==> config.mk <==
export PLATFORM = sky130hd
export DESIGN_NAME = lidar_roi_avoid_mode_top
export DESIGN_NICKNAME = d
export VERILOG_FILES = /design/src/design/lrom_pkg.sv /design/src/design/lrom_fifo.sv /design/src/design/lrom_front.sv /design/src/design/lrom_back.sv /design/src/design/lidar_roi_avoid_mode_top.sv
export VERILOG_INCLUDE_DIRS = /design/src /design/src/design
export SDC_FILE = /design/constraint.sdc
export NUM_CORES = 2
export LEC_CHECK = 0
export BUFFER_PORTS_ARGS = -buffer_cell sky130_fd_sc_hd__buf_2
export CORE_UTILIZATION = 40
export DETAILED_ROUTE_END_ITERATION = 10
export PLACE_DENSITY = 0.6
export RECOVER_POWER = 50
export REMOVE_ABC_BUFFERS = 1
export SLEW_MARGIN = 20
export SYNTH_ARGS = -nofsm -noshare
export SYNTH_HDL_FRONTEND = slang
export SYNTH_HIERARCHICAL = 1
export SYNTH_SLANG_ARGS = --single-unit
==> constraint.sdc <==
create_clock -name clk -period 20.5 [get_ports clk]
set_input_delay 3.075 -clock clk [delete_from_list [all_inputs] [get_ports clk]]
set_output_delay 3.075 -clock clk [all_outputs]
set_load 0.005 [all_outputs]
==> src/design/lidar_roi_avoid_mode_top_macros.svh <==
// Assertion macros shared by the lidar ROI avoid-mode design.
`ifndef LIDAR_ROI_AVOID_MODE_TOP_MACROS_SVH
`define LIDAR_ROI_AVOID_MODE_TOP_MACROS_SVH

// Same-cycle implication, disabled while reset is asserted.
`define LROM_ASSERT_IMPLY(lbl, ck, rn, ante, cons, msg) \
  lbl: assert property (@(posedge ck) disable iff (!(rn)) (ante) |-> (cons)) \
    else $error(msg);

// Next-cycle implication, disabled while reset is asserted.
`define LROM_ASSERT_NEXT(lbl, ck, rn, ante, cons, msg) \
  lbl: assert property (@(posedge ck) disable iff (!(rn)) (ante) |=> (cons)) \
    else $error(msg);

`endif

==> src/design/lrom_pkg.sv <==
// Types and constants shared by the lidar ROI avoid-mode design.
`timescale 1ns / 1ps
`default_nettype none
package lrom_pkg;

  // Width of each box tally.
  localparam int COUNT_W = 12;

  // Operation codes of an input word.
  localparam logic [1:0] OP_SCAN_START = 2'd0;
  localparam logic [1:0] OP_POINT      = 2'd1;
  localparam logic [1:0] OP_FRAME_END  = 2'd2;
  localparam logic [1:0] OP_TICK       = 2'd3;

  // Configuration register indexes.
  localparam logic [2:0] REG_DIST_LIMIT   = 3'd0;
  localparam logic [2:0] REG_FRONT_LENGTH = 3'd1;
  localparam logic [2:0] REG_FRONT_HALF_W = 3'd2;
  localparam logic [2:0] REG_SIDE_LENGTH  = 3'd3;
  localparam logic [2:0] REG_SIDE_WIDTH   = 3'd4;
  localparam logic [2:0] REG_BLOCK_COUNT  = 3'd5;
  localparam logic [2:0] REG_RELEASE_CNT  = 3'd6;
  localparam logic [2:0] REG_TIMEOUT      = 3'd7;

  // Reported mode codes.
  localparam logic [1:0] MODE_TRACK       = 2'd0;
  localparam logic [1:0] MODE_AVOID_LEFT  = 2'd1;
  localparam logic [1:0] MODE_AVOID_RIGHT = 2'd2;

  // Steering values in thousandths.
  localparam logic [9:0] STEER_NONE       = 10'd0;
  localparam logic [9:0] STEER_LEFT       = 10'd200;
  localparam logic [9:0] STEER_RIGHT      = 10'd800;
  localparam logic [9:0] STEER_HARD_RIGHT = 10'd1000;

  typedef enum logic [2:0] {
    MS_TRACK       = 3'b001,
    MS_AVOID_LEFT  = 3'b010,
    MS_AVOID_RIGHT = 3'b100
  } mode_state_t;

  typedef struct packed {
    logic [1:0]         operation;
    logic signed [15:0] point_x_cm;
    logic signed [15:0] point_y_cm;
  } in_word_t;

  typedef struct packed {
    logic [1:0]  mode;
    logic [9:0]  steer_milli;
    logic [11:0] front_count;
    logic [11:0] left_count;
    logic [11:0] right_count;
  } out_word_t;

  typedef struct packed {
    logic [14:0] dist_limit_cm;
    logic [14:0] front_length_cm;
    logic [14:0] front_half_width_cm;
    logic [14:0] side_length_cm;
    logic [14:0] side_width_cm;
    logic [11:0] block_count;
    logic [11:0] release_count;
    logic [15:0] timeout_ticks;
  } cfg_t;

  localparam cfg_t CFG_RESET = '{
    dist_limit_cm:       15'd250,
    front_length_cm:     15'd400,
    front_half_width_cm: 15'd100,
    side_length_cm:      15'd300,
    side_width_cm:       15'd120,
    block_count:         12'd3,
    release_count:       12'd1,
    timeout_ticks:       16'd250
  };

  // Classified word passed from the front end to the back end.
  typedef struct packed {
    logic [1:0] op;
    logic       hit_front;
    logic       hit_left;
    logic       hit_right;
  } cls_word_t;

endpackage
`default_nettype wire

==> src/design/lrom_fifo.sv <==
// Small register-based first-in first-out queue.
`timescale 1ns / 1ps
`default_nettype none
module lrom_fifo #(
  parameter int W  = 8,
  parameter int AW = 2
) (
  input  logic         clk,
  input  logic         rst_n,
  input  logic         push,
  input  logic [W-1:0] wdata,
  output logic         full,
  input  logic         pop,
  output logic [W-1:0] rdata,
  output logic         empty
);

  localparam int DEPTH = 1 << AW;

  logic [W-1:0]  mem_r [DEPTH];
  logic [AW-1:0] wr_ptr_r, wr_ptr_nxt;
  logic [AW-1:0] rd_ptr_r, rd_ptr_nxt;
  logic [AW:0]   count_r, count_nxt;
  logic          do_push, do_pop;

  assign full    = (count_r == (AW+1)'(DEPTH));
  assign empty   = (count_r == '0);
  assign do_push = push && !full;
  assign do_pop  = pop && !empty;
  assign rdata   = mem_r[rd_ptr_r];

  always_comb begin
    wr_ptr_nxt = do_push ? wr_ptr_r + 1'b1 : wr_ptr_r;
    rd_ptr_nxt = do_pop ? rd_ptr_r + 1'b1 : rd_ptr_r;
    count_nxt  = count_r;
    if (do_push && !do_pop) begin
      count_nxt = count_r + 1'b1;
    end else if (do_pop && !do_push) begin
      count_nxt = count_r - 1'b1;
    end
  end

  always_ff @(posedge clk) begin
    if (!rst_n) begin
      wr_ptr_r <= '0;
      rd_ptr_r <= '0;
      count_r  <= '0;
    end else begin
      wr_ptr_r <= wr_ptr_nxt;
      rd_ptr_r <= rd_ptr_nxt;
      count_r  <= count_nxt;
    end
  end

  always_ff @(posedge clk) begin
    if (do_push) begin
      mem_r[wr_ptr_r] <= wdata;
    end
  end

endmodule
`default_nettype wire

==> src/design/lrom_front.sv <==
// Front end: accept input words, square and box-test points, classify.
`timescale 1ns / 1ps
`default_nettype none
module lrom_front (
  input  logic                 clk,
  input  logic                 rst_n,
  input  logic                 in_push,
  input  lrom_pkg::in_word_t   in_word,
  output logic                 in_full,
  input  lrom_pkg::cfg_t       cfg,
  output logic                 cls_push,
  output lrom_pkg::cls_word_t  cls_word,
  input  logic                 cls_full
);

  logic        s1_valid_r, s1_valid_nxt;
  logic [1:0]  s1_op_r;
  logic        s1_front_r, s1_left_r, s1_right_r;
  logic [30:0] s1_xx_r, s1_yy_r;
  logic [29:0] lim_sq_r;

  logic        advance, accept;
  logic [15:0] x_u, y_u, x_mag, y_mag;
  logic        x_fwd, in_front, in_left, in_right, side_x_ok;
  logic [31:0] dist_sq;
  logic        in_range;

  assign advance = !s1_valid_r || !cls_full;
  assign in_full = !advance;
  assign accept  = in_push && advance;

  // Box tests on the incoming point; edges are inclusive.
  always_comb begin
    x_u       = in_word.point_x_cm;
    y_u       = in_word.point_y_cm;
    x_mag     = x_u[15] ? (~x_u + 16'd1) : x_u;
    y_mag     = y_u[15] ? (~y_u + 16'd1) : y_u;
    x_fwd     = !x_u[15];
    side_x_ok = x_fwd && (x_u[14:0] <= cfg.side_length_cm);
    in_front  = x_fwd && (x_u[14:0] <= cfg.front_length_cm)
                && (y_mag <= {1'b0, cfg.front_half_width_cm});
    in_left   = side_x_ok && !y_u[15] && (y_u[14:0] <= cfg.side_width_cm);
    in_right  = side_x_ok && ((y_u == 16'd0)
                || (y_u[15] && (y_mag <= {1'b0, cfg.side_width_cm})));
  end

  assign s1_valid_nxt = advance ? in_push : s1_valid_r;

  always_ff @(posedge clk) begin
    if (!rst_n) begin
      s1_valid_r <= 1'b0;
    end else begin
      s1_valid_r <= s1_valid_nxt;
    end
  end

  always_ff @(posedge clk) begin
    lim_sq_r <= 30'(cfg.dist_limit_cm) * 30'(cfg.dist_limit_cm);
    if (accept) begin
      s1_op_r    <= in_word.operation;
      s1_front_r <= in_front;
      s1_left_r  <= in_left;
      s1_right_r <= in_right;
      s1_xx_r    <= 31'(x_mag) * 31'(x_mag);
      s1_yy_r    <= 31'(y_mag) * 31'(y_mag);
    end
  end

  assign dist_sq  = 32'(s1_xx_r) + 32'(s1_yy_r);
  assign in_range = (dist_sq <= 32'(lim_sq_r));

  assign cls_push           = s1_valid_r && !cls_full;
  assign cls_word.op        = s1_op_r;
  assign cls_word.hit_front = in_range && s1_front_r;
  assign cls_word.hit_left  = in_range && s1_left_r;
  assign cls_word.hit_right = in_range && s1_right_r;

endmodule
`default_nettype wire

==> src/design/lrom_back.sv <==
// Back end: box tallies, avoid timer and the mode machine.
`timescale 1ns / 1ps
`default_nettype none
module lrom_back #(
  parameter int RELEASE_RUN_FRAMES = 3
) (
  input  logic                 clk,
  input  logic                 rst_n,
  input  logic                 cls_valid,
  input  lrom_pkg::cls_word_t  cls_word,
  output logic                 cls_pop,
  input  lrom_pkg::cfg_t       cfg,
  output logic                 res_push,
  output lrom_pkg::out_word_t  res_word,
  input  logic                 res_full
);

  localparam logic [lrom_pkg::COUNT_W-1:0] CNT_MAX = '1;

  lrom_pkg::mode_state_t          mode_r, mode_nxt;
  logic [lrom_pkg::COUNT_W-1:0]   front_r, front_nxt;
  logic [lrom_pkg::COUNT_W-1:0]   left_r, left_nxt;
  logic [lrom_pkg::COUNT_W-1:0]   right_r, right_nxt;
  logic [7:0]                     run_r, run_nxt;
  logic [15:0]                    elapsed_r, elapsed_nxt;
  logic                           hr_r, hr_nxt;

  logic       take, fb, lb, rb, all_clear;
  logic [9:0] steer;
  logic [1:0] mode_code;

  assign take    = cls_valid && !((cls_word.op == lrom_pkg::OP_FRAME_END) && res_full);
  assign cls_pop = take;

  always_comb begin
    fb = 16'(front_r) >= 16'(cfg.block_count);
    lb = 16'(left_r) >= 16'(cfg.block_count);
    rb = 16'(right_r) >= 16'(cfg.block_count);
    all_clear = (16'(front_r) <= 16'(cfg.release_count))
                && (16'(left_r) <= 16'(cfg.release_count))
                && (16'(right_r) <= 16'(cfg.release_count));
  end

  always_comb begin
    mode_nxt    = mode_r;
    front_nxt   = front_r;
    left_nxt    = left_r;
    right_nxt   = right_r;
    run_nxt     = run_r;
    elapsed_nxt = elapsed_r;
    hr_nxt      = hr_r;
    res_push    = 1'b0;
    steer       = lrom_pkg::STEER_NONE;
    mode_code   = lrom_pkg::MODE_TRACK;
    if (take) begin
      case (cls_word.op)
        lrom_pkg::OP_SCAN_START: begin
          front_nxt = '0;
          left_nxt  = '0;
          right_nxt = '0;
        end
        lrom_pkg::OP_POINT: begin
          if (cls_word.hit_front && (front_r != CNT_MAX)) front_nxt = front_r + 1'b1;
          if (cls_word.hit_left && (left_r != CNT_MAX)) left_nxt = left_r + 1'b1;
          if (cls_word.hit_right && (right_r != CNT_MAX)) right_nxt = right_r + 1'b1;
        end
        lrom_pkg::OP_TICK: begin
          if (elapsed_r != 16'hFFFF) elapsed_nxt = elapsed_r + 16'd1;
        end
        lrom_pkg::OP_FRAME_END: begin
          res_push = 1'b1;
          case (mode_r)
            lrom_pkg::MS_TRACK: begin
              if (fb || lb || rb) begin
                mode_nxt    = (fb || lb) ? lrom_pkg::MS_AVOID_RIGHT : lrom_pkg::MS_AVOID_LEFT;
                hr_nxt      = fb;
                run_nxt     = 8'd0;
                elapsed_nxt = 16'd0;
              end
            end
            default: begin
              if (all_clear) begin
                run_nxt = (run_r == 8'hFF) ? run_r : run_r + 8'd1;
              end else begin
                run_nxt = 8'd0;
              end
              if ((run_nxt >= 8'(RELEASE_RUN_FRAMES)) || (elapsed_r >= cfg.timeout_ticks)) begin
                mode_nxt = lrom_pkg::MS_TRACK;
              end
            end
          endcase
          if (mode_nxt != lrom_pkg::MS_TRACK) begin
            if (hr_nxt) begin
              steer  = lrom_pkg::STEER_HARD_RIGHT;
              hr_nxt = 1'b0;
            end else if (mode_nxt == lrom_pkg::MS_AVOID_LEFT) begin
              steer = lrom_pkg::STEER_LEFT;
            end else begin
              steer = lrom_pkg::STEER_RIGHT;
            end
          end
          case (mode_nxt)
            lrom_pkg::MS_AVOID_LEFT:  mode_code = lrom_pkg::MODE_AVOID_LEFT;
            lrom_pkg::MS_AVOID_RIGHT: mode_code = lrom_pkg::MODE_AVOID_RIGHT;
            default:                  mode_code = lrom_pkg::MODE_TRACK;
          endcase
        end
        default: begin
        end
      endcase
    end
  end

  assign res_word.mode        = mode_code;
  assign res_word.steer_milli = steer;
  assign res_word.front_count = 12'(front_r);
  assign res_word.left_count  = 12'(left_r);
  assign res_word.right_count = 12'(right_r);

  always_ff @(posedge clk) begin
    if (!rst_n) begin
      mode_r    <= lrom_pkg::MS_TRACK;
      front_r   <= '0;
      left_r    <= '0;
      right_r   <= '0;
      run_r     <= 8'd0;
      elapsed_r <= 16'd0;
      hr_r      <= 1'b0;
    end else begin
      mode_r    <= mode_nxt;
      front_r   <= front_nxt;
      left_r    <= left_nxt;
      right_r   <= right_nxt;
      run_r     <= run_nxt;
      elapsed_r <= elapsed_nxt;
      hr_r      <= hr_nxt;
    end
  end

endmodule
`default_nettype wire

==> src/design/lidar_roi_avoid_mode_top.sv <==
// Top level of the lidar ROI obstacle counter with avoid-mode machine.
//
//   channel | ports                          | word taken at rising edge when
//   --------+--------------------------------+--------------------------------
//   input   | in_push, in_full, in_word      | in_push && !in_full
//   result  | out_pop, out_empty, out_word   | out_pop && !out_empty
//   config  | cfg_valid, cfg_ready, cfg_index| cfg_valid && cfg_ready
//           | cfg_data                       |
//
// One input word is taken every cycle when nothing downstream stalls.
// A word passes through the front stage register (squares and box tests), then
// waits in a four-entry queue until the back end applies it.
// Frame-end results wait in a four-entry result queue; a full result queue
// holds the back end, a full classify queue holds the front end.
// Reset empties both queues, zeroes tallies and timer, sets track, loads defaults.
`timescale 1ns / 1ps
`default_nettype none
`include "lidar_roi_avoid_mode_top_macros.svh"
module lidar_roi_avoid_mode_top #(
  parameter int RELEASE_RUN_FRAMES = 3
) (
  input  logic                 clk,
  input  logic                 rst_n,
  // input queue side
  input  logic                 in_push,
  input  lrom_pkg::in_word_t   in_word,
  output logic                 in_full,
  // result queue side
  output logic                 out_empty,
  input  logic                 out_pop,
  output lrom_pkg::out_word_t  out_word,
  // configuration writes
  input  logic                 cfg_valid,
  output logic                 cfg_ready,
  input  logic [2:0]           cfg_index,
  input  logic [15:0]          cfg_data
);

  localparam int CLS_W = $bits(lrom_pkg::cls_word_t);
  localparam int RES_W = $bits(lrom_pkg::out_word_t);

  lrom_pkg::cfg_t      cfg_r, cfg_nxt;
  lrom_pkg::cls_word_t cls_in, cls_out;
  lrom_pkg::out_word_t res_word;
  logic                cls_push, cls_full, cls_empty, cls_pop;
  logic                res_push, res_full;
  logic [CLS_W-1:0]    cls_rdata;
  logic [RES_W-1:0]    res_rdata;
  logic                steer_mode_ok;

  // Configuration registers: always ready, writes land at the edge.
  assign cfg_ready = 1'b1;

  always_comb begin
    cfg_nxt = cfg_r;
    if (cfg_valid) begin
      case (cfg_index)
        lrom_pkg::REG_DIST_LIMIT:   cfg_nxt.dist_limit_cm       = cfg_data[14:0];
        lrom_pkg::REG_FRONT_LENGTH: cfg_nxt.front_length_cm     = cfg_data[14:0];
        lrom_pkg::REG_FRONT_HALF_W: cfg_nxt.front_half_width_cm = cfg_data[14:0];
        lrom_pkg::REG_SIDE_LENGTH:  cfg_nxt.side_length_cm      = cfg_data[14:0];
        lrom_pkg::REG_SIDE_WIDTH:   cfg_nxt.side_width_cm       = cfg_data[14:0];
        lrom_pkg::REG_BLOCK_COUNT:  cfg_nxt.block_count         = cfg_data[11:0];
        lrom_pkg::REG_RELEASE_CNT:  cfg_nxt.release_count       = cfg_data[11:0];
        lrom_pkg::REG_TIMEOUT:      cfg_nxt.timeout_ticks       = cfg_data;
        default: begin
        end
      endcase
    end
  end

  always_ff @(posedge clk) begin
    if (!rst_n) begin
      cfg_r <= lrom_pkg::CFG_RESET;
    end else begin
      cfg_r <= cfg_nxt;
    end
  end

  // Front end: take words, classify points against the boxes.
  lrom_front u_front (
    .clk      (clk),
    .rst_n    (rst_n),
    .in_push  (in_push),
    .in_word  (in_word),
    .in_full  (in_full),
    .cfg      (cfg_r),
    .cls_push (cls_push),
    .cls_word (cls_in),
    .cls_full (cls_full)
  );

  // Decoupling queue between classification and the state update.
  lrom_fifo #(.W(CLS_W), .AW(2)) u_cls_q (
    .clk   (clk),
    .rst_n (rst_n),
    .push  (cls_push),
    .wdata (cls_in),
    .full  (cls_full),
    .pop   (cls_pop),
    .rdata (cls_rdata),
    .empty (cls_empty)
  );

  assign cls_out = cls_rdata;

  // Back end: apply one word per cycle to tallies, timer and mode unless stalled.
  lrom_back #(
    .RELEASE_RUN_FRAMES (RELEASE_RUN_FRAMES)
  ) u_back (
    .clk       (clk),
    .rst_n     (rst_n),
    .cls_valid (!cls_empty),
    .cls_word  (cls_out),
    .cls_pop   (cls_pop),
    .cfg       (cfg_r),
    .res_push  (res_push),
    .res_word  (res_word),
    .res_full  (res_full)
  );

  // Result queue: hold frame-end reports until the consumer pops them.
  lrom_fifo #(.W(RES_W), .AW(2)) u_res_q (
    .clk   (clk),
    .rst_n (rst_n),
    .push  (res_push),
    .wdata (res_word),
    .full  (res_full),
    .pop   (out_pop),
    .rdata (res_rdata),
    .empty (out_empty)
  );

  assign out_word = res_rdata;

  // Track mode goes with zero steering, avoid modes with nonzero steering.
  assign steer_mode_ok = ((out_word.mode == lrom_pkg::MODE_TRACK)
                          == (out_word.steer_milli == lrom_pkg::STEER_NONE));

  // The front end never pushes into a full classify queue.
  `LROM_ASSERT_IMPLY(a_cls_no_overflow, clk, rst_n, cls_push, !cls_full, "classify queue overflow")

  // The back end never reports into a full result queue.
  `LROM_ASSERT_IMPLY(a_res_no_overflow, clk, rst_n, res_push, !res_full, "result queue overflow")

  // Steering is zero exactly when the reported mode is track.
  `LROM_ASSERT_IMPLY(a_steer_mode, clk, rst_n, !out_empty, steer_mode_ok, "steer and mode disagree")

  // A reported frame is visible on the result side in the next cycle.
  `LROM_ASSERT_NEXT(a_res_visible, clk, rst_n, res_push, !out_empty, "result lost after push")

endmodule
`default_nettype wire

==> impl_metrics.ini <==
[status]
outcome = complete, but fails checks
violations = capacitance limit, slew limit

[route]
initialDrtViolationCount = 1533
first_pass_iters = 5
via_per_inst = 5.07
routed_wl_mm = 106
drc = 0
antenna_left = 0
routedWlPerCell_um = 17.6
via_count = 30630

[placement]
finalWeightedCongestion = 0.900
post-place-ws_ns = 8.51
dp_hpwl_mm = 84.9
port_buffers = 107

[timing]
period_minus_slack_ns = 11.87
setup_violations = 0
slew_headroom_pct = -155
fin_skew_ns = 0.0287
slew_violations = 202
tns_ns = 0
fin_crit_sh_pct = 57.9
max_freq_mhz = 84.2
max_slew.worst_pin.slew_ns = 3.83
rsz0062_at_grt = false
fin_ws_ns = 8.63
finalHoldViolations = 0

[clock_network]
ctsHoldBuffers = 0
cts_tree = built
clk-insertion-delay-late_ns = 0.62
htree_levels = 2
post_cts_resize_count = 0
clock-sinks = 504
clk_pin_slew_ns = 0.06
cts_made_buffers = 53
cts_buffer_depth = 3
post-cts-setup-buffers = 0
cts_root_buffer = clkbuf_16

[finish]
final_common_cell = inv_1
multi_input_area_um2 = 28800
utilization_pct = 44.2
n_fill_cell = 10722
syn2layout_area_growth_pct = 8.87
final_cell_mix = inv_1, ha_1, fa_1
drive_gt1_share_pct = 7.20
regArea_um2 = 12900
nets = 5554

[die]
ios = 109
die_height_um = 338
rows = 122
core_um2 = 111000
die_x_um = 338
dieArea_um2 = 114000
start_util_pct = 40.6

[grt]
grt_max_degree = 86
grt_usage_pct = 18.9
overflow = 0
antenna_found_initial = 3
grt_pass1_vias = 31722
grt_pass1_wl_mm = 173

[synth]
synthDistinctLibCells = 102
syn-cell-area_um2 = 45200
avgSynthCellArea_um2 = 10.3
synthArstFlopShare_pct = 0
syn_inst = 4400
seq_area_frac_synth_pct = 28.4
ys_warn_count = 6
synth_seq_cells = 504
synth-edff-count = 277
synth_ff_type = edfxtp_1

[critical_path]
slowest_delay_ns = 0.89
crit_fanout = 20
crit_path_start_kind = primary input
path_class = primary input to flip-flop
critPathSlowestCell = xor2_1
critical_path_required_ns = 20.85
arrival_ns = 12.22
path_buf_inv = 9
worstSetupEndpointType = flip-flop
cpLargestDelayFamily = adder cells

[run]
max-cap-violations = 4

[worst_hold_path]
hp-class = flip-flop to flip-flop
## metal layers
layer  wire length [um]  global-route usage, %
met1              47500                   25.0
met2              52400                   32.8
met3               3270                   1.65
met4               3010                   5.22
met5                 31                      0
## synthesized netlist by cell type (6+ instances only)
| master | instances | area share [%] |
|---|---|---|
| inv_1 | 796 | 6.6 |
| ha_1 | 518 | 14 |
| fa_1 | 468 | 21 |
| nand2_1 | 383 | 3.2 |
| edfxtp_1 | 277 | 18 |
| nor2_1 | 253 | 2.1 |
| dfxtp_1 | 227 | 10 |
| a21oi_1 | 175 | 1.9 |
| xnor2_1 | 127 | 2.5 |
| mux2i_1 | 122 | 2.7 |
| o21ai_0 | 90 | 1.0 |
| a21o_1 | 82 | 1.4 |
| and2_1 | 74 | 1.0 |
| nor2b_1 | 73 | 1.0 |
| xor2_1 | 69 | 1.3 |
| clkbuf_1 | 66 | 0.55 |
| mux4_2 | 53 | 2.6 |
| nand3_1 | 51 | 0.56 |
| nand4_1 | 49 | 0.68 |
| nor3_1 | 46 | 0.51 |
| and3_1 | 31 | 0.43 |
| o21a_1 | 28 | 0.46 |
| nand2b_1 | 27 | 0.37 |
| buf_2 | 19 | 0.21 |
| o211ai_1 | 17 | 0.28 |
| nor4_1 | 16 | 0.22 |
| o21bai_1 | 15 | 0.25 |
| a211oi_1 | 14 | 0.23 |
| buf_4 | 14 | 0.23 |
| or3_1 | 14 | 0.19 |
| a31oi_1 | 13 | 0.18 |
| o31ai_1 | 13 | 0.22 |
| clkinv_1 | 11 | 0.091 |
| buf_6 | 8 | 0.20 |
| nand3b_1 | 8 | 0.13 |
| o221ai_1 | 7 | 0.14 |
| inv_2 | 6 | 0.050 |
## kinds of logic after synthesis
kind of cell	after synthesis	share of synthesized area, %
flip-flops	504	28.4
buffers and inverters	924	8.02
adder cells (fa/ha/maj)	986	35.1
XOR/XNOR	200	3.99
AND/OR/NAND/NOR	1076	11.4
multiplexers	177	5.40
AO/OA/AOI/OAI	529	7.63
other	4	0.0332
## worst paths after layout
kind,startpoint,endpoint,slack [ns],cells after the start
worst min register to register,cfg_r[18],cfg_r[18],0.46,2
worst min-delay path,cfg_r[18],cfg_r[18],0.46,2
worst max-delay path,in_word[0],u_front/s1_yy_r[30],8.63,29
worst max register to register,cfg_r[100],u_front/lim_sq_r[28],13.97,21
## cell type report
class / instances / share of cell area (%)
inverters: 815 / 6.23
diodes: 1 / 0.00508
multi-input cells: 2995 / 58.6
well taps: 1488 / 3.78
repair buffers: 141 / 1.55
clock buffers: 74 / 3.28
clock inverters: 26 / 0.455
flip-flops and latches: 504 / 26.1
## tightest hold or removal path, cell delays in order, from the launching register on
cell,delay [ns]
dfxtp_1,0.31
nand2_1,0.05
mux2i_1,0.05
## through the flow
stage	hold slack (ns)	std cells	cell area, um2
floorplan	0.435	4314	44700
global placement	0.442	5943	47400
detailed placement	0.449	5943	47400
CTS	0.459	6043	49300
global route	0.474	6043	49200
finish	0.457	6044	49200
## flip-flops by register name, indices dropped and copies added (netlist names), 3 cells and up, named ones only
name	flops
u_res_q/mem_r	192
cfg_r	115
u_front/s1_xx_r	30
u_front/s1_yy_r	30
u_front/lim_sq_r	29
u_cls_q/mem_r	20
u_back/elapsed_r	16
u_back/front_r	12
u_back/left_r	12
u_back/right_r	12
u_back/run_r	8
u_back/mode_r	3
u_cls_q/count_r	3
u_res_q/count_r	3
Power is not shown: default switching activity piles up to over one toggle a cycle in this logic, so the estimate is an artifact.
